`src/rtl/assert_macros.svh`:
```
// Assertion helpers. The enclosing module must have clk and rst_n.
`ifndef ASSERT_MACROS_SVH
`define ASSERT_MACROS_SVH

// Property must hold at every clock edge outside reset.
`define ASSERT_ON(label, prop, msg) \
  label: assert property (@(posedge clk) disable iff (!rst_n) (prop)) else $error(msg);

// Condition must never be true outside reset.
`define ASSERT_NEVER(label, cond, msg) \
  label: assert property (@(posedge clk) disable iff (!rst_n) !(cond)) else $error(msg);

`endif

```
`src/rtl/pts_pkg.sv`:
```
package pts_pkg;

  localparam int KIND_W   = 2;
  localparam int PERIOD_W = 16;
  localparam int ID_W     = 8;
  localparam int GRANT_W  = 3;
  localparam int MASK_W   = 8;

  typedef logic [KIND_W-1:0]   kind_t;
  typedef logic [PERIOD_W-1:0] period_t;
  typedef logic [ID_W-1:0]     slot_id_t;
  typedef logic [GRANT_W-1:0]  grant_t;
  typedef logic [MASK_W-1:0]   mask_t;

  localparam kind_t KIND_REGISTER = 2'd0;
  localparam kind_t KIND_REMOVE   = 2'd1;
  localparam kind_t KIND_TICK     = 2'd2;

  // One decoded transaction applied to the slot bank.
  typedef struct packed {
    logic     reg_en;
    logic     rem_en;
    logic     tick_en;
    period_t  period;
    slot_id_t slot_id;
  } slot_cmd_t;

endpackage

```
`src/rtl/pts_alloc.sv`:
```
module pts_alloc #(
  parameter int SLOTS = 8
) (
  input  logic [SLOTS-1:0]    active_i,
  output logic [SLOTS-1:0]    grant_onehot_o,
  output pts_pkg::grant_t     grant_idx_o,
  output logic                full_o
);
  import pts_pkg::*;

  logic [SLOTS-1:0] free;

  // lowest set bit of the free vector
  assign free           = ~active_i;
  assign grant_onehot_o = free & (~free + {{(SLOTS-1){1'b0}}, 1'b1});
  assign full_o         = ~|free;

  always_comb begin
    grant_idx_o = '0;
    for (int i = 0; i < SLOTS; i++) begin
      if (grant_onehot_o[i]) begin
        grant_idx_o = grant_idx_o | GRANT_W'(i);
      end
    end
  end

endmodule

```
`src/rtl/pts_slot_bank.sv`:
```
module pts_slot_bank #(
  parameter int SLOTS = 8
) (
  input  logic                clk,
  input  logic                rst_n,
  input  pts_pkg::slot_cmd_t  cmd_i,
  input  logic [SLOTS-1:0]    grant_onehot_i,
  output logic [SLOTS-1:0]    active_o,
  output logic [SLOTS-1:0]    fire_o
);
  import pts_pkg::*;

  logic [SLOTS-1:0] active_r;
  period_t          period_r [SLOTS];
  period_t          count_r  [SLOTS];
  period_t          count_inc [SLOTS];
  logic [SLOTS-1:0] hit;
  logic [SLOTS-1:0] rem_hit;

  always_comb begin
    for (int i = 0; i < SLOTS; i++) begin
      count_inc[i] = count_r[i] + PERIOD_W'(1);
      hit[i]       = active_r[i] && (count_inc[i] >= period_r[i]);
      rem_hit[i]   = cmd_i.rem_en && (cmd_i.slot_id == ID_W'(i));
    end
  end

  assign active_o = active_r;
  assign fire_o   = cmd_i.tick_en ? hit : '0;

  always_ff @(posedge clk) begin
    if (!rst_n) begin
      active_r <= '0;
      for (int i = 0; i < SLOTS; i++) begin
        period_r[i] <= '0;
        count_r[i]  <= '0;
      end
    end else begin
      for (int i = 0; i < SLOTS; i++) begin
        if (cmd_i.reg_en && grant_onehot_i[i]) begin
          active_r[i] <= 1'b1;
          period_r[i] <= cmd_i.period;
          count_r[i]  <= '0;
        end else if (rem_hit[i]) begin
          active_r[i] <= 1'b0;
          period_r[i] <= '0;
        end else if (cmd_i.tick_en) begin
          count_r[i] <= hit[i] ? '0 : count_inc[i];
        end
      end
    end
  end

endmodule

```
`src/rtl/periodic_timer_slot_table.sv`:
```
// Periodic timer slot table. Each transaction is register (claim the lowest
// free slot with a period), remove (free a slot by number, numbers at or
// above SLOTS ignored) or tick (advance every count, report expired active
// slots in fire_mask and restart them). Exactly one result per transaction.
// Throughput is one transaction per cycle while the result side keeps up.
// An accepted transaction waits in the input register until the result
// register is free or being drained; then a single combinational pass
// through the free-slot priority encoder and the per-slot compare and
// increment loads the result register. Table state is updated on the same
// edge the result is captured, so back-to-back transactions see each other.
`include "assert_macros.svh"

module periodic_timer_slot_table #(
  parameter int SLOTS = 8
) (
  input  logic               clk,
  input  logic               rst_n,
  input  logic               in_valid,
  output logic               in_ready,
  input  pts_pkg::kind_t     in_kind,
  input  pts_pkg::period_t   in_period_ticks,
  input  pts_pkg::slot_id_t  in_slot_id,
  output logic               out_valid,
  input  logic               out_ready,
  output pts_pkg::grant_t    out_granted_slot,
  output logic               out_table_full,
  output pts_pkg::mask_t     out_fire_mask
);
  import pts_pkg::*;

  // input register
  logic       s0_valid_r;
  kind_t      s0_kind_r;
  period_t    s0_period_r;
  slot_id_t   s0_slot_id_r;

  // result register
  logic       out_valid_r;
  grant_t     out_granted_r;
  logic       out_full_r;
  mask_t      out_mask_r;

  logic             advance;
  slot_cmd_t        cmd;
  logic [SLOTS-1:0] active;
  logic [SLOTS-1:0] grant_onehot;
  grant_t           grant_idx;
  logic             alloc_full;
  logic [SLOTS-1:0] fire;
  mask_t            fire_mask;
  logic             is_reg;

  // Stage 0 moves into the result register when the result slot is free
  // or being drained this cycle.
  assign advance  = s0_valid_r && (!out_valid_r || out_ready);
  assign in_ready = !s0_valid_r || advance;

  always_ff @(posedge clk) begin
    if (!rst_n) begin
      s0_valid_r <= 1'b0;
    end else if (in_valid && in_ready) begin
      s0_valid_r <= 1'b1;
    end else if (advance) begin
      s0_valid_r <= 1'b0;
    end
  end

  always_ff @(posedge clk) begin
    if (in_valid && in_ready) begin
      s0_kind_r    <= in_kind;
      s0_period_r  <= in_period_ticks;
      s0_slot_id_r <= in_slot_id;
    end
  end

  // Decode; enables only on the advancing cycle so the bank updates once.
  assign is_reg      = s0_kind_r == KIND_REGISTER;
  assign cmd.reg_en  = advance && is_reg;
  assign cmd.rem_en  = advance && (s0_kind_r == KIND_REMOVE);
  assign cmd.tick_en = advance && (s0_kind_r == KIND_TICK);
  assign cmd.period  = s0_period_r;
  assign cmd.slot_id = s0_slot_id_r;

  pts_alloc #(
    .SLOTS(SLOTS)
  ) u_alloc (
    .active_i      (active),
    .grant_onehot_o(grant_onehot),
    .grant_idx_o   (grant_idx),
    .full_o        (alloc_full)
  );

  pts_slot_bank #(
    .SLOTS(SLOTS)
  ) u_bank (
    .clk           (clk),
    .rst_n         (rst_n),
    .cmd_i         (cmd),
    .grant_onehot_i(grant_onehot),
    .active_o      (active),
    .fire_o        (fire)
  );

  // Only the first eight slots have a bit in the mask.
  for (genvar b = 0; b < MASK_W; b++) begin : g_mask
    if (b < SLOTS) begin : g_bit
      assign fire_mask[b] = fire[b];
    end else begin : g_zero
      assign fire_mask[b] = 1'b0;
    end
  end

  always_ff @(posedge clk) begin
    if (!rst_n) begin
      out_valid_r <= 1'b0;
    end else if (advance) begin
      out_valid_r <= 1'b1;
    end else if (out_ready) begin
      out_valid_r <= 1'b0;
    end
  end

  always_ff @(posedge clk) begin
    if (advance) begin
      out_granted_r <= (is_reg && !alloc_full) ? grant_idx : '0;
      out_full_r    <= is_reg && alloc_full;
      out_mask_r    <= fire_mask;
    end
  end

  assign out_valid        = out_valid_r;
  assign out_granted_slot = out_granted_r;
  assign out_table_full   = out_full_r;
  assign out_fire_mask    = out_mask_r;

  `ASSERT_ON(a_grant_onehot, $onehot0(grant_onehot), "more than one slot granted")
  `ASSERT_ON(a_full_all_active, alloc_full |-> (&active), "full with a free slot")
  `ASSERT_ON(a_reg_sets_active, cmd.reg_en && !alloc_full |=> ((active & $past(grant_onehot)) == $past(grant_onehot)), "granted slot not active")
  `ASSERT_NEVER(a_full_clean, out_valid_r && out_full_r && (out_granted_r != '0 || out_mask_r != '0), "full result carries data")

endmodule

```
`config.mk`:
```
export PLATFORM = sky130hd
export DESIGN_NAME = periodic_timer_slot_table
export DESIGN_NICKNAME = d
export VERILOG_FILES = /design/src/rtl/pts_pkg.sv /design/src/rtl/pts_alloc.sv /design/src/rtl/pts_slot_bank.sv /design/src/rtl/periodic_timer_slot_table.sv
export VERILOG_INCLUDE_DIRS = /design/src /design/src/rtl
export SDC_FILE = /design/constraint.sdc
export NUM_CORES = 1
export LEC_CHECK = 0
export ABC_CLOCK_PERIOD_IN_PS = 3700
export BUFFER_PORTS_ARGS = -buffer_cell sky130_fd_sc_hd__buf_2
export CORE_MARGIN = 2
export CORE_UTILIZATION = 60
export CTS_BUF_LIST = sky130_fd_sc_hd__clkbuf_4
export DETAILED_ROUTE_END_ITERATION = 7
export GPL_ROUTABILITY_DRIVEN = 0
export GPL_TIMING_DRIVEN = 0
export PLACE_DENSITY = 0.77
export REMOVE_ABC_BUFFERS = 1
export SLEW_MARGIN = 10
export SYNTH_ARGS = -nofsm -noshare
export SYNTH_HDL_FRONTEND = slang
export SYNTH_HIERARCHICAL = 1
export SYNTH_SLANG_ARGS = --single-unit
export TNS_END_PERCENT = 50
```
`constraint.sdc`:
```
create_clock -name clk -period 3.7 [get_ports clk]
set_clock_uncertainty 0.1 [all_clocks]
set_input_delay 0.37 -clock clk [delete_from_list [all_inputs] [get_ports clk]]
set_output_delay 0.37 -clock clk [all_outputs]
set_load 0.01 [all_outputs]
```
==> results of run 1 <==
==> Yosys cell counts (3+ instances only) <==
library cell / count / area, µm²
nand2b_1: 5 / 31.28
nor2_1: 70 / 262.8
xnor2_1: 56 / 490.5
and3_1: 16 / 100.1
nand4_2: 4 / 50.05
dfxtp_1: 10 / 200.2
a21o_1: 8 / 60.06
buf_2: 4 / 20.02
buf_4: 5 / 37.54
and2_2: 3 / 22.52
o21ai_0: 28 / 140.1
nand2_2: 4 / 25.02
nor4_2: 5 / 62.56
nand3_2: 4 / 40.04
or3b_2: 5 / 43.79
edfxtp_1: 294 / 8828
nand3_1: 55 / 275.3
ha_1: 136 / 1702
o311ai_1: 4 / 35.03
nand2_1: 101 / 379.1
nand4_1: 19 / 118.9
o31a_1: 3 / 26.28
nor3_1: 23 / 115.1
clkbuf_1: 15 / 56.30
inv_1: 149 / 559.3
nor3b_1: 77 / 578.1
nor4_1: 13 / 81.33
nor3b_2: 17 / 212.7
buf_6: 10 / 112.6
a21oi_1: 62 / 310.3
nor2b_1: 16 / 100.1
and4_1: 8 / 70.07
and2_1: 138 / 863.3
xor2_1: 55 / 481.7
a31oi_4: 5 / 106.4
==> final timing paths <==
check / from / to / slack, ps / depth (start not counted)
worst min register to register: u_bank/active_o[6] / u_bank/active_o[6] / 470 / 2
worst max register to register: u_bank/count_r[0][0] / u_bank/count_r[0][2] / 280 / 10
worst min-delay path: rst_n / u_bank/active_o[5] / 120 / 2
worst max-delay path: u_bank/count_r[0][0] / u_bank/count_r[0][2] / 280 / 10
==> power groups by stage <==
| stage | sequential [W] | clock [W] | combinational, W |
|---|---|---|---|
| after floorplan | 0.00409 | 0 | 0.000409 |
| after global placement | 0.00415 | 0 | 0.000533 |
| after detailed placement | 0.00415 | 0 | 0.000568 |
| after global routing | 0.00410 | 0.00330 | 0.000679 |
| after CTS | 0.00408 | 0.00312 | 0.000597 |
| final | 0.00408 | 0.00304 | 0.000598 |
==> layout by cell type, fill, tap and decap left out, types with 23 or more instances in the layout <==
master	n
edfxtp_1	294
inv_1	149
and2_1	138
ha_1	136
clkbuf_4	126
nand2_1	101
nor3b_1	77
nor2_1	70
a21oi_1	62
xnor2_1	56
nand3_1	55
xor2_1	55
buf_2	43
dlygate4sd3_1	30
o21ai_0	28
nor3_1	23
==> routing by layer <==
metal,part of all wire [%],GRT usage (%)
met1,43,31.70
met2,48,40.95
met3,6.3,5.219
met4,2.8,10.42
met5,0,0
==> layout make-up <==
| cell class | count | area [µm²] | area share [%] |
|---|---|---|---|
| sequential | 304 | 9029 | 47.03 |
| multi-input combinational | 994 | 7453 | 38.82 |
| clock buffer | 126 | 945.9 | 4.927 |
| timing repair buffer | 77 | 590.6 | 3.076 |
| inverter | 151 | 566.8 | 2.952 |
| tap | 384 | 480.5 | 2.503 |
| clock inverter | 19 | 127.6 | 0.6648 |
| antenna | 2 | 5.005 | 0.02607 |
==> state kept, by name (all words and copies together), names as in the netlist <==
register	flops
u_bank/active_o	8
u_bank/period_r	128
out_fire_mask	8
s0_period_r	16
u_bank/count_r	128
s0_valid_r	1
out_valid	1
out_table_full	1
out_granted_slot	3
s0_slot_id_r	8
s0_kind_r	2
==> cells by family after synthesis <==
kind of cell,Yosys count
simple gates,608
buf+inv,187
fa+ha+maj,136
compound gates,138
xor+xnor,112
flops,304
==> per-stage QoR <==
step                      util (%)  hold slack [ps]  TNS [ps]
after floorplan                  -            368.9         0
after global placement       62.20            436.5    -77230
after detailed placement     62.42            448.1    -906.9
after CTS                    67.28            84.34         0
after global routing         67.43            94.22         0
final                        67.43            122.1         0
==> timing repair <==
| action | in CTS | in global routing |
|---|---|---|
| setup buffers | 0 | 2 |
| resized for setup | 1 | 0 |
| endpoints found under the setup margin | 17 | 34 |
| endpoints found under the hold margin | 28 | 0 |
| hold buffers | 30 | 0 |
| pin swaps | 0 | 2 |
| cloned | 0 | 0 |
==> qor.yml, run 1 <==
run_status:
  status: "finished, final reports clean"
power:
  p_int_w: 0.005867
  clkPwrFrac_pct: 39.4
  seqPwrFrac_pct: 52.9
  switchingPower_w: 0.001853
  comb_power_share_pct: 7.7
  switching_share_pct: 24.01
  power_density_nw_per_um2: 402.1
  total_power_w: 0.007720
  leakage_nw: 7.697
  peakVddDrop_mv: 0.3212
drt:
  viasPerCell: 5.540
  routedWlPerCell_um: 17.63
  drc: 0
  first_pass_iters: 6
  drt_iter0_drc: 1000
  drt-total-wl_um: 36270
  dr_total_vias: 11396
  ant_nets: 0
placed_design:
  port-buffer-count: 43
  dpl.cell_count: 1878
  place_area_um2: 17770
  pre_cts_ws_ps: -129.1
  dp_hpwl_um: 24350
floorplanning:
  die_w_um: 173.6
  initial_utilization_pct: 60.59
  core_um2: 28470
  ioPinCount: 44
  fp-row-count: 62
  die_h_um: 173.6
  dieArea_um2: 30120
cts:
  cts_buffer_depth: 3
  clk_latency_ps: 710
  cts_tree: "built"
  clk_pin_slew_ps: 70
  cts.sinks: 304
  root_buffer: "clkbuf_4"
  cts_buffers: 80
  cts_max_level: 3
timing:
  rsz0062_at_grt: "false"
  setup_violations: 0
  tightestPinTransition_ps: 947.4
  hold_viol_final: 0
  finalMaxSlewViolations: 0
  min_period_over_period_pct: 92.50
  slew_headroom_pct: 36.66
  fin_ws_ps: 277.6
  period_minus_slack_ps: 3422
  timing.fmax_mhz: 292.2
critical_path:
  critPathMaxStageDelay_ps: 530
  critical_path.max_fanout: 17
  endpoint_kind: "flop"
  start_kind: "flop"
  path_cells: "ha_1 -> nand3_1 -> nor4_1 -> xor2_1 -> ha_1 -> nand2_1 -> nor4_1 -> o311ai_1 -> a31oi_4 -> nor3b_1"
  path_class: "reg2reg"
  critical_path_required_ps: 4010
  cp_data_arrival_time_ps: 3730
  slowest_stage: "a31oi_4"
  cp_top_family: "simple AND/OR/NAND/NOR gates"
  cp_num_buf_inv: 0
synthesis:
  synth_edf_count: 294
  synth-seq-cells: 304
  yosys.area_share.adder_pct: 9.865
  yosys.area_share.simple_pct: 21.69
  synth_ff_type: "edfxtp_1"
  synth-xor-area-share_pct: 5.730
  postSynthAreaPerCell_um2: 11.62
  synth_cells: 1485
  synth_compound_area_share_pct: 5.723
  yosysSeqAreaShare_pct: 52.34
  ys_async_sr_fraction_pct: 0
  synth_cell_types: 81
  synth_top_family_by_area: "simple AND/OR/NAND/NOR gates"
  ys_warn_count: 6
  synth_mux_area_share_pct: 0
  netlist_area_um2: 17250
grt:
  groute.usage.overall_pct: 24.71
  antenna_found_initial: 5
  grt_max_degree: 20
  grt_pass1_vias: 11645
  grt_pass1_wl_um: 58260
  gr-total-overflow: 0
layout:
  synthToLayoutAreaGrowth_pct: 11.30
  nNetsFinal: 1774
  drive_above_1_share_pct: 15.62
  fill_cells: 2141
  finalInstanceArea_um2: 19200
  finalNonFillerCells: 2057
worst_hold_path:
  hp-class: "in2reg"
job:
  cap_violations: 0
Power figures use the tool's default switching activity.
==> run 2, diff against run 1 <==
Settings changed: ABC_AREA set to 1.
==> qor.yml, run 2 <==
run_status:
  status: "finished, final reports clean"
cts:
  clk_latency_ps: 700
  cts.hold.buffers_added: 29
  post_cts_resized: 0
  cts_buffers: 81
  root_buffer: "clkbuf_4"
  post-cts-setup-buffer-count: 0
  cts_max_level: 3
  cts.sinks: 304
  clk_pin_slew_ps: 70
  cts_tree: "built"
  cts_buffer_depth: 3
placed_design:
  place_area_um2: 18400
  pre_cts_ws_ps: 526.8
  dp_hpwl_um: 26010
  port-buffer-count: 43
  dpl.cell_count: 2416
worst_hold_path:
  min_from: "rst_n"
  hold_path_depth: 3
  hp-class: "in2reg"
synthesis:
  ys_async_sr_fraction_pct: 0
  yosysMostFrequentCell: "inv_1"
  ys_warn_count: 6
  yosys.area_share.adder_pct: 9.577
  synth_edf_count: 294
  synth-seq-cells: 304
  synth_top_area_share_pct: 49.69
  yosys.area_share.simple_pct: 23.05
  yosys.area.top_type: "edfxtp_1"
  synth_cells: 1995
  yosysSeqAreaShare_pct: 50.82
  synthTopCellsByCount: "436 x inv_1, 362 x nand2_1, 341 x nor2_1"
  synth-xor-area-share_pct: 2.761
  synth_compound_area_share_pct: 3.570
  synth_mux_area_share_pct: 0
  synthTopCellsByArea: "edfxtp_1 50%, ha_1 9.6%, inv_1 9.2%"
  synth_top_family_by_area: "simple AND/OR/NAND/NOR gates"
  synth_ff_type: "edfxtp_1"
  synth_cell_types: 40
  netlist_area_um2: 17770
  postSynthAreaPerCell_um2: 8.906
layout:
  drive_above_1_share_pct: 13.31
  layout_commonest_cell: "inv_1"
  finalInstanceArea_um2: 19660
  reg_top3: "u_bank/count_r (128), u_bank/period_r (128), s0_period_r (16)"
  nNetsFinal: 2304
  fin_util_pct: 66.87
  final_cell_mix: "436 x inv_1, 362 x nand2_1, 341 x nor2_1, 294 x edfxtp_1, 136 x ha_1"
  finalNonFillerCells: 2587
  synthToLayoutAreaGrowth_pct: 10.65
job:
  cap_violations: 0
critical_path:
  start_kind: "input pin"
  path_class: "in2reg"
  crit_top_cell: "nand2_1"
  timing.rr.start: "u_bank/count_r[0][48]"
  slowest_stage: "o211ai_1"
  cp_num_buf_inv: 4
  critPathMaxStageDelay_ps: 900
  cp_top_family: "buffers and inverters"
  worstRegToRegCells: 18
  path_cells: "dlygate4sd3_1 -> buf_2 -> inv_1 -> nand2_1 -> nand2_1 -> nor2_1 -> nand3_1 -> nor2_4 -> nand2_1 -> nand3_2 -> o211ai_1 -> buf_4"
  cp-startpoint: "out_ready"
  crit_cells: 12
  endpoint_kind: "flop"
  cp_data_arrival_time_ps: 3320
  critical_path.max_fanout: 18
  critical_path_required_ps: 3980
grt:
  antenna_found_initial: 2
  grt_pass1_vias: 13257
  grt_max_degree: 27
  grt_pass1_wl_um: 61530
  groute.usage.overall_pct: 25.20
  gr-total-overflow: 0
timing:
  hold_viol_final: 0
  finalMaxSlewViolations: 0
  fin_ws_ps: 662.6
  timing.fmax_mhz: 329.2
  setup_violations: 0
  rsz0062_at_grt: "false"
  min_period_over_period_pct: 82.09
  slew_headroom_pct: 25.51
  tightestPinTransition_ps: 1116
  period_minus_slack_ps: 3037
drt:
  dr_total_vias: 13314
  routedWlPerCell_um: 14.66
  ant_nets: 0
  first_pass_iters: 6
  drt_iter0_drc: 1084
  viasPerCell: 5.147
  drt-total-wl_um: 37920
  drc: 0
floorplanning:
  die_w_um: 176.1
  ioPinCount: 44
  initial_utilization_pct: 60.43
  dieArea_um2: 31000
  fp-row-count: 63
  die_h_um: 176.1
  core_um2: 29400
power:
  peakVddDrop_mv: 0.3149
  leakage_nw: 9.397
  power_density_nw_per_um2: 384.5
## run 2: cell count changes after synthesis, moves of 17 or more
| cell | change |
|---|---|
| inv_1 | +287 |
| nor2_1 | +271 |
| nand2_1 | +261 |
| and2_1 | -135 |
| nor3b_1 | -76 |
| nor2_2 | +49 |
| xnor2_1 | -48 |
| nand4_1 | +20 |
| nand2_2 | +17 |
## run 2: worst paths after layout
| path | slack (ps) | end |
|---|---|---|
| setup reg to reg | 670 | u_bank/count_r[0][52] |
| hold / removal | 180 | u_bank/active_o[5] |
| setup / recovery | 660 | u_bank/count_r[1][8] |
| hold reg to reg | 400 | out_valid |
## run 2: through the flow
stage	total power, W	setup TNS [ps]	hold WS, ps
4_1_cts	0.007617	0	132.9
3_5_place_dp	0.004801	0	392.8
5_1_grt	0.007929	0	134.4
3_3_place_gp	0.004749	-11020	363.0
6_report	0.007559	0	175.7
2_1_floorplan	0.004562	0	353.6
## run 2: per-layer routing
metal / GRT usage, % / part of all wire, % / wire (µm)
met4: 12.47 / 4.1 / 1564
met2: 43.48 / 49 / 18440
met3: 4.565 / 5.8 / 2184
met1: 30.48 / 41 / 15730
met5: 0 / 0 / 0
## run 2: cell families (layout without fill, tap and decap cells)
group,Yosys count,count (layout)
AO/OA/AOI/OAI,113,113
flip-flops,304,304
buffers and inverters,461,660
AND/OR/NAND/NOR,925,925
adder cells (fa/ha/maj),136,136
XOR/XNOR,56,56
other,0,3
## run 2: tightest hold or removal path, cell delays in order
cell	delay, ps
buf_2	300
nand3_1	180
nand2_1	50
## run 2: cell type report
type                    count  area [µm²]
diodes                      3       7.507
clock buffers             105       788.3
clock inverters            34       178.9
fillers                  2276        9742
inverters                 440        1652
multi-input cells        1230        6933
flip-flops and latches    304        9029
well taps                 390       488.0
repair buffers             81       584.3
## run 2: power by group
part	switching, W	internal [W]
logic	0.000495	0.000256
registers	0.0000846	0.00393
clock network	0.00139	0.00141
